[config.mk]
export PLATFORM = sky130hd
export DESIGN_NAME = heartbeat_supervisor
export DESIGN_NICKNAME = d
export VERILOG_FILES = /design/src/design/hs_pkg.sv /design/src/design/hs_lane.sv /design/src/design/hs_merge.sv /design/src/design/heartbeat_supervisor.sv
export SDC_FILE = /design/constraint.sdc
export NUM_CORES = 1
export LEC_CHECK = 0
export ABC_CLOCK_PERIOD_IN_PS = 7100
export BUFFER_PORTS_ARGS = -buffer_cell sky130_fd_sc_hd__buf_2
export CAP_MARGIN = 10
export CORE_MARGIN = 3
export CORE_UTILIZATION = 49
export DETAILED_ROUTE_END_ITERATION = 8
export GPL_TIMING_DRIVEN = 0
export PLACE_DENSITY_LB_ADDON = 0.05
export REMOVE_ABC_BUFFERS = 1
export SLEW_MARGIN = 20
export SYNTH_ARGS = -nofsm -noshare
export SYNTH_HDL_FRONTEND = slang
export SYNTH_SLANG_ARGS = --single-unit
[constraint.sdc]
create_clock -name i_clk -period 7.1 [get_ports i_clk]
set_input_delay 0 -clock i_clk [delete_from_list [all_inputs] [get_ports i_clk]]
set_output_delay 0 -clock i_clk [all_outputs]
set_load 0.05 [all_outputs]
[src/design/hs_pkg.sv]
package hs_pkg;

    localparam int MAX_CHANNELS       = 6;
    localparam int BEAT_WIDTH_DEFAULT = 32;
    localparam int PORT_BEAT_WIDTH    = 32;
    localparam int MISS_WIDTH         = 4;

    localparam logic [MISS_WIDTH-1:0] MISS_LIMIT_RESET = 4'd3;

    typedef struct packed {
        logic [MAX_CHANNELS-1:0] healthy_mask;
        logic                    all_ok;
        logic                    fault_sticky;
    } t_result;

endpackage

[src/design/hs_lane.sv]
module hs_lane #(
    parameter int BEAT_WIDTH = hs_pkg::BEAT_WIDTH_DEFAULT
) (
    input  logic                          i_clk,
    input  logic                          i_rst_n,
    input  logic                          i_accept,
    input  logic [BEAT_WIDTH-1:0]         i_beat,
    input  logic [hs_pkg::MISS_WIDTH-1:0] i_miss_limit,
    output logic                          o_ok_next
);

    logic [BEAT_WIDTH-1:0]         r_last;
    logic [hs_pkg::MISS_WIDTH-1:0] r_miss;
    logic                          r_seen;
    logic                          r_ok;

    logic [BEAT_WIDTH-1:0]         n_last;
    logic [hs_pkg::MISS_WIDTH-1:0] n_miss;
    logic                          n_ok;

    always_comb begin
        n_last = r_last;
        n_miss = r_miss;
        n_ok   = r_ok;
        if (!r_seen || (i_beat != r_last)) begin
            n_last = i_beat;
            n_miss = '0;
            n_ok   = 1'b1;
        end else begin
            if (r_miss < i_miss_limit) begin
                n_miss = r_miss + 1'b1;
            end
            if (n_miss >= i_miss_limit) begin
                n_ok = 1'b0;
            end
        end
    end

    assign o_ok_next = n_ok;

    always_ff @(posedge i_clk) begin
        if (!i_rst_n) begin
            r_miss <= '0;
            r_seen <= 1'b0;
            r_ok   <= 1'b1;
        end else if (i_accept) begin
            r_miss <= n_miss;
            r_seen <= 1'b1;
            r_ok   <= n_ok;
        end
    end

    always_ff @(posedge i_clk) begin
        if (i_accept) begin
            r_last <= n_last;
        end
    end

`ifndef SYNTH
    a_unseen_clean: assert property (@(posedge i_clk) disable iff (!i_rst_n)
        !r_seen |-> (r_ok && (r_miss == '0)))
        else $error("lane not seen yet but carries miss state");

    a_fall_on_accept: assert property (@(posedge i_clk) disable iff (!i_rst_n)
        $fell(r_ok) |-> $past(i_accept))
        else $error("lane health dropped without an accepted beat");
`endif

endmodule

[src/design/hs_merge.sv]
module hs_merge #(
    parameter int CHANNELS = hs_pkg::MAX_CHANNELS
) (
    input  logic                            i_clk,
    input  logic                            i_rst_n,
    input  logic                            i_accept,
    input  logic [hs_pkg::MAX_CHANNELS-1:0] i_ok_next,
    input  logic                            i_out_stall,
    output logic                            o_skid_full,
    output logic                            o_out_valid,
    output hs_pkg::t_result                 o_result
);

    logic            r_fault;
    logic            r_out_v;
    logic            r_skid_v;
    hs_pkg::t_result r_out;
    hs_pkg::t_result r_skid;

    logic            n_all;
    logic            n_fault;
    hs_pkg::t_result n_res;
    logic            out_free;

    assign n_all   = &i_ok_next[CHANNELS-1:0];
    assign n_fault = r_fault | ~n_all;

    always_comb begin
        n_res              = '0;
        n_res.healthy_mask = i_ok_next;
        n_res.all_ok       = n_all;
        n_res.fault_sticky = n_fault;
    end

    assign out_free = !r_out_v || !i_out_stall;

    always_ff @(posedge i_clk) begin
        if (!i_rst_n) begin
            r_fault  <= 1'b0;
            r_out_v  <= 1'b0;
            r_skid_v <= 1'b0;
        end else begin
            if (i_accept) begin
                r_fault <= n_fault;
            end
            if (out_free) begin
                if (r_skid_v) begin
                    r_out_v  <= 1'b1;
                    r_skid_v <= 1'b0;
                end else begin
                    r_out_v <= i_accept;
                end
            end else if (i_accept) begin
                r_skid_v <= 1'b1;
            end
        end
    end

    always_ff @(posedge i_clk) begin
        if (out_free) begin
            if (r_skid_v) begin
                r_out <= r_skid;
            end else if (i_accept) begin
                r_out <= n_res;
            end
        end else if (i_accept) begin
            r_skid <= n_res;
        end
    end

    assign o_skid_full = r_skid_v;
    assign o_out_valid = r_out_v;
    assign o_result    = r_out;

`ifndef SYNTH
    a_fault_holds: assert property (@(posedge i_clk) disable iff (!i_rst_n)
        r_fault |=> r_fault)
        else $error("fault latch cleared without reset");

    a_skid_needs_out: assert property (@(posedge i_clk) disable iff (!i_rst_n)
        r_skid_v |-> r_out_v)
        else $error("skid holds a beat while output stage is empty");

    a_drain_empty: assert property (@(posedge i_clk) disable iff (!i_rst_n)
        (r_out_v && !i_out_stall && !r_skid_v && !i_accept) |=> !r_out_v)
        else $error("output stays valid after its beat was taken");
`endif

endmodule

[src/design/heartbeat_supervisor.sv]
// Heartbeat supervisor.
// Input channel: one beat per supervision tick, carrying the heartbeat counter
// of every monitored channel (i_beat_ch0..i_beat_ch5), qualified by i_in_valid
// and taken at a clock edge where o_in_stall is low.
// Output channel: one beat per tick with the healthy mask, the all-healthy flag,
// the sticky fault and the watchdog kick, qualified by o_out_valid and taken
// when i_out_stall is low.
// One lane per channel compares and counts in parallel and the merge stage
// registers the result, so a new tick is taken every cycle while o_in_stall is
// low.
// When the receiver stalls, the held result stays put and one more tick goes
// into a skid register; o_in_stall rises only when that skid register is full.
// The user must write the miss limit through i_cfg_we/i_cfg_wdata only while
// the block is idle; the block does not enforce this. Synchronous reset clears
// all lanes (unseen, healthy), the fault latch and both output regs; limit = 3.
module heartbeat_supervisor #(
    parameter int CHANNELS   = hs_pkg::MAX_CHANNELS,
    parameter int BEAT_WIDTH = hs_pkg::BEAT_WIDTH_DEFAULT
) (
    input  logic                                     i_clk,
    input  logic                                     i_rst_n,
    input  logic                                     i_cfg_we,
    input  logic [hs_pkg::MISS_WIDTH-1:0]            i_cfg_wdata,
    input  logic                                     i_in_valid,
    output logic                                     o_in_stall,
    input  logic [hs_pkg::PORT_BEAT_WIDTH-1:0]       i_beat_ch0,
    input  logic [hs_pkg::PORT_BEAT_WIDTH-1:0]       i_beat_ch1,
    input  logic [hs_pkg::PORT_BEAT_WIDTH-1:0]       i_beat_ch2,
    input  logic [hs_pkg::PORT_BEAT_WIDTH-1:0]       i_beat_ch3,
    input  logic [hs_pkg::PORT_BEAT_WIDTH-1:0]       i_beat_ch4,
    input  logic [hs_pkg::PORT_BEAT_WIDTH-1:0]       i_beat_ch5,
    output logic                                     o_out_valid,
    input  logic                                     i_out_stall,
    output logic [hs_pkg::MAX_CHANNELS-1:0]          o_healthy_mask,
    output logic                                     o_all_ok,
    output logic                                     o_fault_sticky,
    output logic                                     o_kick
);

    localparam int EXT_WIDTH = (BEAT_WIDTH > hs_pkg::PORT_BEAT_WIDTH) ?
                               BEAT_WIDTH : hs_pkg::PORT_BEAT_WIDTH;

    logic [hs_pkg::MISS_WIDTH-1:0]      r_miss_limit;
    logic [hs_pkg::PORT_BEAT_WIDTH-1:0] beats [hs_pkg::MAX_CHANNELS];
    logic [hs_pkg::MAX_CHANNELS-1:0]    ok_next;
    logic                               skid_full;
    logic                               accept;
    hs_pkg::t_result                    result;

    assign beats[0] = i_beat_ch0;
    assign beats[1] = i_beat_ch1;
    assign beats[2] = i_beat_ch2;
    assign beats[3] = i_beat_ch3;
    assign beats[4] = i_beat_ch4;
    assign beats[5] = i_beat_ch5;

    assign accept     = i_in_valid && !skid_full;
    assign o_in_stall = skid_full;

    always_ff @(posedge i_clk) begin
        if (!i_rst_n) begin
            r_miss_limit <= hs_pkg::MISS_LIMIT_RESET;
        end else if (i_cfg_we) begin
            r_miss_limit <= i_cfg_wdata;
        end
    end

    for (genvar g = 0; g < hs_pkg::MAX_CHANNELS; g++) begin : g_lane
        if (g < CHANNELS) begin : g_on
            logic [EXT_WIDTH-1:0] beat_ext;

            assign beat_ext = EXT_WIDTH'(beats[g]);

            hs_lane #(
                .BEAT_WIDTH (BEAT_WIDTH)
            ) u_lane (
                .i_clk        (i_clk),
                .i_rst_n      (i_rst_n),
                .i_accept     (accept),
                .i_beat       (beat_ext[BEAT_WIDTH-1:0]),
                .i_miss_limit (r_miss_limit),
                .o_ok_next    (ok_next[g])
            );
        end else begin : g_off
            assign ok_next[g] = 1'b0;
        end
    end

    hs_merge #(
        .CHANNELS (CHANNELS)
    ) u_merge (
        .i_clk       (i_clk),
        .i_rst_n     (i_rst_n),
        .i_accept    (accept),
        .i_ok_next   (ok_next),
        .i_out_stall (i_out_stall),
        .o_skid_full (skid_full),
        .o_out_valid (o_out_valid),
        .o_result    (result)
    );

    assign o_healthy_mask = result.healthy_mask;
    assign o_all_ok       = result.all_ok;
    assign o_fault_sticky = result.fault_sticky;
    assign o_kick         = ~result.fault_sticky;

endmodule
==> flow_metrics.tcl, run 1 <==
set metrics [dict create \
    min_path_cells 2 \
    max-cap-violations 0 \
    r2r-end "u_merge.o_result[1]$_DFFE_PP_" \
    p_per_area_nw_per_um2 215 \
    post-route-cell-area_um2 15800 \
    ctsRootBufferMaster "clkbuf_16" \
    setup_tns_ns 0 \
    cp_data_arrival_time_ns 4.16 \
    grt_first_pass_wirelength_um 40500 \
    insertion_delay_ns 0.52 \
    cts_max_level 1 \
    crit_fanout 13 \
    drt-initial-drc-count 350 \
    leakage_nw 6.06 \
    drtPass1Iterations 5 \
    synth_edf_count 208 \
    dieHeight_um 158 \
    postCtsResizedCells 0 \
    antenna_found_initial 0 \
    grt-ovfl-total 0 \
    worst_slew_margin_rel 0.394 \
    start_util 0.499 \
    via_per_inst 5.01 \
    drt-total-wl_um 25900 \
    power_frac_clock 0.393 \
    crit_start "r_miss_limit[1]$_SDFFE_PN1P_" \
    worst_slack_ns 3.21 \
    place_ws_ns 3.21 \
    ir_worst_vdd_uv 204 \
    power_frac_comb 0.112 \
    drive_gt1_frac 0.220 \
    ys_seq_area_frac 0.618 \
    internal_power_mw 2.65 \
    rsz0062_at_grt "false" \
    clock_sinks 246 \
    routedWlPerCell_um 16.6 \
    regToRegSetupSlack_ns 3.21 \
    die_area_um2 25000 \
    coreArea_um2 22700 \
    grt_pass1_vias 8202 \
    synth_flop_cell "edfxtp_1" \
    rr_startpoint "r_miss_limit[1]$_SDFFE_PN1P_" \
    reg2regPathDepth 15 \
    required_ns 7.37 \
    crit_type "reg2reg" \
    path_clk_slew_ns 0.06 \
    synth_area_um2 11300 \
    nFillCells 1620 \
    yosys_warnings 0 \
    finalMaxSlewViolations 0 \
    status "finished clean" \
    end_kind "register" \
    postPlaceCellArea_um2 12800 \
    skew_ns 0.0118 \
    synth_top_cell_area_share 0.551 \
    die-width_um 158 \
    post-route-period-util 0.547 \
    synth_cell_types 45 \
    numCtsBuffers 27 \
    post_cts_buffers 0 \
    synth_area_leaders "edfxtp_1 55%, xnor2_1 15%, dfxtp_1 6.7%" \
    drtAntennaViolNets 0 \
    tightestPinTransition_ns 0.906 \
    gp_congestion 0.741 \
    ys_ff_latch 246 \
    gr-usage-all-layers 0.201 \
    power_frac_seq 0.495 \
    ioPinCount 212 \
    dpl.hpwl_um 15800 \
    hold_viol 0 \
    async_flop_share 0 \
    cts_tree "yes" \
    grt_max_degree 33 \
    rows 55 \
    crit_end "u_merge.o_result[1]$_DFFE_PP_" \
    nets 1508 \
    synthesis.instances 818 \
    clk_path_buf_depth 3 \
    switching_share 0.219 \
    setup_viol 0 \
    power.switching_mw 0.743 \
    syn_to_final_growth_pct 39.0 \
    route.detailed.drc 0 \
    port_buffers 211 \
    crit_path_start_kind "register" \
    fin_crit_ns 3.89 \
    worstHoldPathType "in2reg" \
    vias 7842 \
    clock.fmax_mhz 257 \
    avgSynthCellArea_um2 13.9 \
    yosysTopAreaCell "edfxtp_1" \
    diodes 0 \
]
[cells in the final DEF (no fill, tap or decap), types with 6 or more instances in the layout]
master	netlist	final
buf_2	0	211
edfxtp_1	208	208
dlygate4sd3_1	0	206
xnor2_1	188	188
nand4_1	50	50
ha_1	48	48
dfxtp_1	38	38
nand2_1	29	29
nor2_1	28	27
clkbuf_16	0	27
o21ai_0	22	22
xor2_1	21	21
inv_1	17	17
nor2b_1	17	16
nand2b_1	13	13
a21o_1	12	12
nor4_1	11	11
a21oi_1	10	10
o21ai_1	8	8
clkbuf_1	9	8
mux2_2	7	7
a21oi_2	6	6
and2_1	9	6
nor4bb_1	6	6
[per-stage QoR]
step | std cells | util | power, mW | hold WS (ns)
floorplan | 809 | - | 1.86 | 0.0619
global placement | 1305 | 0.560 | 1.98 | 0.202
detailed placement | 1308 | 0.566 | 2.00 | 0.204
CTS | 1563 | 0.694 | 3.42 | 0.186
global route | 1564 | 0.694 | 3.52 | 0.207
finish | 1564 | 0.694 | 3.39 | 0.212
[power by group through the flow]
stage | combinational, mW | sequential (mW) | clock, mW
3_5_place_dp | 0.285 | 1.71 | 0
6_report | 0.379 | 1.68 | 1.33
4_1_cts | 0.376 | 1.68 | 1.36
3_3_place_gp | 0.271 | 1.71 | 0
5_1_grt | 0.415 | 1.69 | 1.42
2_1_floorplan | 0.155 | 1.71 | 0
[routing by layer]
layer	vias to the layer above	part of all wire	track usage
li1	3896	-	-
met1	3715	0.44	0.255
met2	187	0.49	0.352
met3	44	0.052	0.0418
met4	0	0.022	0.0500
met5	-	0	0
[critical path, cell delays in order (launching register included)]
cell	delay, ns
dfxtp_1	0.30
inv_1	0.48
ha_1	0.36
a21o_1	0.16
a21o_1	0.18
a21oi_2	0.25
and4_1	0.24
xnor2_1	0.14
inv_1	0.08
ha_1	0.27
o21ai_0	0.07
o21ai_0	0.22
nand4_1	0.23
nand2_1	0.19
and4bb_4	0.22
mux2_4	0.25
[registers in the layout (all words and copies together), names as in the netlist]
register,flops
g_lane.g_on.u_lane.r_last,192
g_lane.g_on.u_lane.r_miss,24
g_lane.g_on.u_lane.r_ok,6
g_lane.g_on.u_lane.r_seen,1
r_miss_limit,4
u_merge.o_out_valid,1
u_merge.o_result,8
u_merge.o_skid_full,1
u_merge.r_fault,1
u_merge.r_skid,8
[synth_stat cells, types with 2 or more instances]
cell type and instances:
ha_1 48, dfxtp_1 38, mux2_1 4, nor2b_1 17
or2_2 4, clkbuf_1 9, nor4_1 11, a21boi_1 4
mux2_2 7, a211oi_1 4, nand3_1 4, a31oi_1 3
nand2b_1 13, edfxtp_1 208, nand2_1 29, a21o_1 12
xnor2_1 188, nor3_1 5, and4_1 4, a21oi_2 6
nor2_1 28, a21oi_1 10, nand3b_1 4, a22o_1 4
nor3b_1 3, xor2_1 21, nor4bb_1 6, o21ai_1 8
o21ai_0 22, mux2i_1 5, a31o_1 2, and2_1 9
nand4_1 50, inv_1 17
[worst min-delay path by stage]
| stage | endpoint | slack, ns | from |
|---|---|---|---|
| detailed placement | g_lane[3].g_on.u_lane.r_last[17]$_DFFE_PP_ | 0.20 | i_beat_ch3[17] |
| floorplan | g_lane[0].g_on.u_lane.r_ok$_SDFFE_PN1P_ | 0.06 | i_rst_n |
| finish | g_lane[3].g_on.u_lane.r_last[0]$_DFFE_PP_ | 0.21 | i_beat_ch3[0] |
| global route | g_lane[1].g_on.u_lane.r_last[13]$_DFFE_PP_ | 0.21 | i_beat_ch1[13] |
| global placement | g_lane[1].g_on.u_lane.r_last[23]$_DFFE_PP_ | 0.20 | i_beat_ch1[23] |
| CTS | g_lane[4].g_on.u_lane.r_last[31]$_DFFE_PP_ | 0.19 | i_beat_ch4[31] |
[cell type report]
| type | instances | area [µm²] | area share |
|---|---|---|---|
| clock buffer | 40 | 774 | 0.0491 |
| clock inverter | 9 | 70.1 | 0.00444 |
| inverter | 18 | 67.6 | 0.00429 |
| multi-input combinational | 545 | 4280 | 0.272 |
| sequential | 246 | 7010 | 0.444 |
| tap | 285 | 357 | 0.0226 |
| timing repair buffer | 421 | 3210 | 0.204 |
[what timing repair did]
action                                  CTS  global route
endpoints found under the setup margin    0             0
hold endpoints to repair                205             0
hold buffers                            206             0
[cells by family (layout without fill, tap and decap cells)]
kind of cell               after synthesis  count (layout)  share of synthesized area
buffers and inverters                   27             488                    0.00894
adders and majority gates               48              48                     0.0530
xor gates and xnor gates               209             209                      0.161
DFF                                    246             246                      0.618
muxes                                   17              17                     0.0167
AOI/OAI and AO/OA                       81              81                     0.0461
and+or+nand+nor                        190             190                     0.0960
Power figures use the tool's default switching activity.
==> inputs of run 2 (changes only) <==
--- a/config.mk
+++ b/config.mk
@@ -5,7 +5,7 @@
 export SDC_FILE = /design/constraint.sdc
 export NUM_CORES = 1
 export LEC_CHECK = 0
-export ABC_CLOCK_PERIOD_IN_PS = 7100
+export ABC_CLOCK_PERIOD_IN_PS = 3600
 export BUFFER_PORTS_ARGS = -buffer_cell sky130_fd_sc_hd__buf_2
 export CAP_MARGIN = 10
 export CORE_MARGIN = 3
==> constraint.sdc (replaced) <==
create_clock -name i_clk -period 3.6 [get_ports i_clk]
set_input_delay 0 -clock i_clk [delete_from_list [all_inputs] [get_ports i_clk]]
set_output_delay 0 -clock i_clk [all_outputs]
set_load 0.05 [all_outputs]
==> run 2 against run 1 <==
Global-route usage grew 0.18 points. Clock skew shrank 0.0035 ns. Critical path type unchanged. Clock power rose by 98%. Core utilization grew 1.1 points. Via count up 1.2%. Highest routed layer is now met5.
==> flow_metrics.tcl, run 2 (same netlist as run 1, synthesis figures left out) <==
set metrics [dict create \
    status "finished clean" \
    cts_max_level 1 \
    gp_congestion 0.741 \
    start_util 0.499 \
    crit_chain "clkinvlp_4 > buf_6 > ha_1 > a21o_1 > a21o_1 > a21oi_4 > mux2_2 > ha_1 > a21oi_1 > nor2b_1 > o21ai_0 > a311o_1 > and4bb_4 > mux2_4" \
    via_per_inst 5.01 \
    diodes 0 \
    finalMaxSlewViolations 0 \
    drtAntennaViolNets 0 \
    reg2regPathDepth 14 \
    max-cap-violations 0 \
    post-place-cells 1308 \
    port_buffers 211 \
    ctsRootBufferMaster "clkbuf_16" \
    required_ns 3.87 \
    fin_cells 1584 \
    drt-initial-drc-count 297 \
    dpl.hpwl_um 15800 \
    cts_tree "yes" \
    setup_tns_ns 0 \
    final_common_cell "buf_2" \
    drtPass1Iterations 4 \
    cp_num_cells 14 \
    power_frac_clock 0.392 \
    grt_max_degree 33 \
    route.detailed.drc 0 \
    drive_gt1_frac 0.239 \
    switching_share 0.220 \
    power.switching_mw 1.48 \
    hold_ws_ns 0.215 \
    gr-usage-all-layers 0.203 \
    grt-ovfl-total 0 \
    regMostFlops "g_lane.g_on.u_lane.r_last" \
    largest_reg_flops 192 \
    leakage_nw 6.16 \
    hold_viol 0 \
    coreArea_um2 22700 \
    vias 7937 \
    clk_path_buf_depth 3 \
    die_area_um2 25000 \
    drt-total-wl_um 26300 \
    crit_fanout 6 \
    final_cell_mix "211 x buf_2, 208 x edfxtp_1, 206 x dlygate4sd3_1" \
    tightestPinTransition_ns 0.914 \
    die-width_um 158 \
    clock.fmax_mhz 285 \
    power_frac_seq 0.494 \
    numCtsBuffers 27 \
    rows 55 \
    worst_slew_margin_rel 0.389 \
    critical_path_buf_inv_count 2 \
    ir_worst_vdd_uv 402 \
    nets 1528 \
    path_clk_slew_ns 0.06 \
    postPlaceCellArea_um2 12800 \
    regArea_um2 7010 \
    setup_viol 0 \
    end_kind "register" \
    fin_crit_ns 3.50 \
    skew_ns 0.00829 \
    grt_first_pass_wirelength_um 40900 \
    power_frac_comb 0.115 \
    routedWlPerCell_um 16.6 \
    min_path_cells 2 \
    crit_start "r_miss_limit[1]$_SDFFE_PN1P_" \
    post-route-util 0.705 \
    worst_slack_ns 0.0956 \
    antenna_found_initial 0 \
    crit_slowest_cell "a311o_1" \
    internal_power_mw 5.24 \
    cp_top_family "compound AO/OA/AOI/OAI gates" \
    ioPinCount 212 \
    nFillCells 1586 \
    p_per_area_nw_per_um2 419 \
    insertion_delay_ns 0.52 \
    hold_start "i_beat_ch3[0]" \
    grt_pass1_vias 8313 \
    rr_startpoint "r_miss_limit[1]$_SDFFE_PN1P_" \
    multi_input_comb_area_um2 4350 \
    largestRegisters "g_lane.g_on.u_lane.r_last (192), g_lane.g_on.u_lane.r_miss (24)" \
    crit_type "reg2reg" \
    cp_data_arrival_time_ns 3.77 \
    worstHoldPathType "in2reg" \
    syn_to_final_growth_pct 41.3 \
    crit_path_start_kind "register" \
    place_ws_ns -0.286 \
    dieHeight_um 158 \
    post-route-period-util 0.973 \
    finalPower_mw 6.71 \
    slowest_delay_ns 0.42 \
    post-route-cell-area_um2 16000 \
    clock_sinks 246 \
]
[run 2: changes by cell type in the layout (fill, tap and decap cells not counted), sizes merged]
cell and delta:
buf +20, clkinvlp +2, inv -2
[run 2: final timing paths]
kind                                          endpoint  slack, ns
min          g_lane[3].g_on.u_lane.r_last[0]$_DFFE_PP_       0.21
min reg2reg    g_lane[0].g_on.u_lane.r_ok$_SDFFE_PN1P_       0.48
max reg2reg              u_merge.o_result[1]$_DFFE_PP_        0.1
max                      u_merge.o_result[1]$_DFFE_PP_        0.1
[run 2: timing repair]
item,4_1_cts,5_1_grt
hold buffers,206,0
buffers inserted,10,10
endpoints found under the setup margin,7,7
gates cloned,0,0
resized for setup,7,14
hold endpoints to repair,205,0
pin swaps,1,12
[run 2: metal layers]
metal  GRT usage  share of wire
met1       0.257           0.43
met2       0.352           0.49
met3      0.0407          0.053
met4      0.0569          0.026
met5      0.0119         0.0015
[run 2: power by group through the flow]
stage	Clock, mW	Sequential, mW	Combinational (mW)
after floorplan	0	3.37	0.305
final	2.63	3.32	0.769
after global placement	0	3.37	0.534
after global routing	2.80	3.33	0.842
after detailed placement	0	3.37	0.562
after CTS	2.68	3.31	0.754
[run 2: cell type report]
cell class	count	area share
sequential	246	0.438
multi-input combinational	545	0.271
timing repair buffer	441	0.211
clock buffer	40	0.0484
tap	285	0.0223
inverter	18	0.00469
clock inverter	9	0.00437
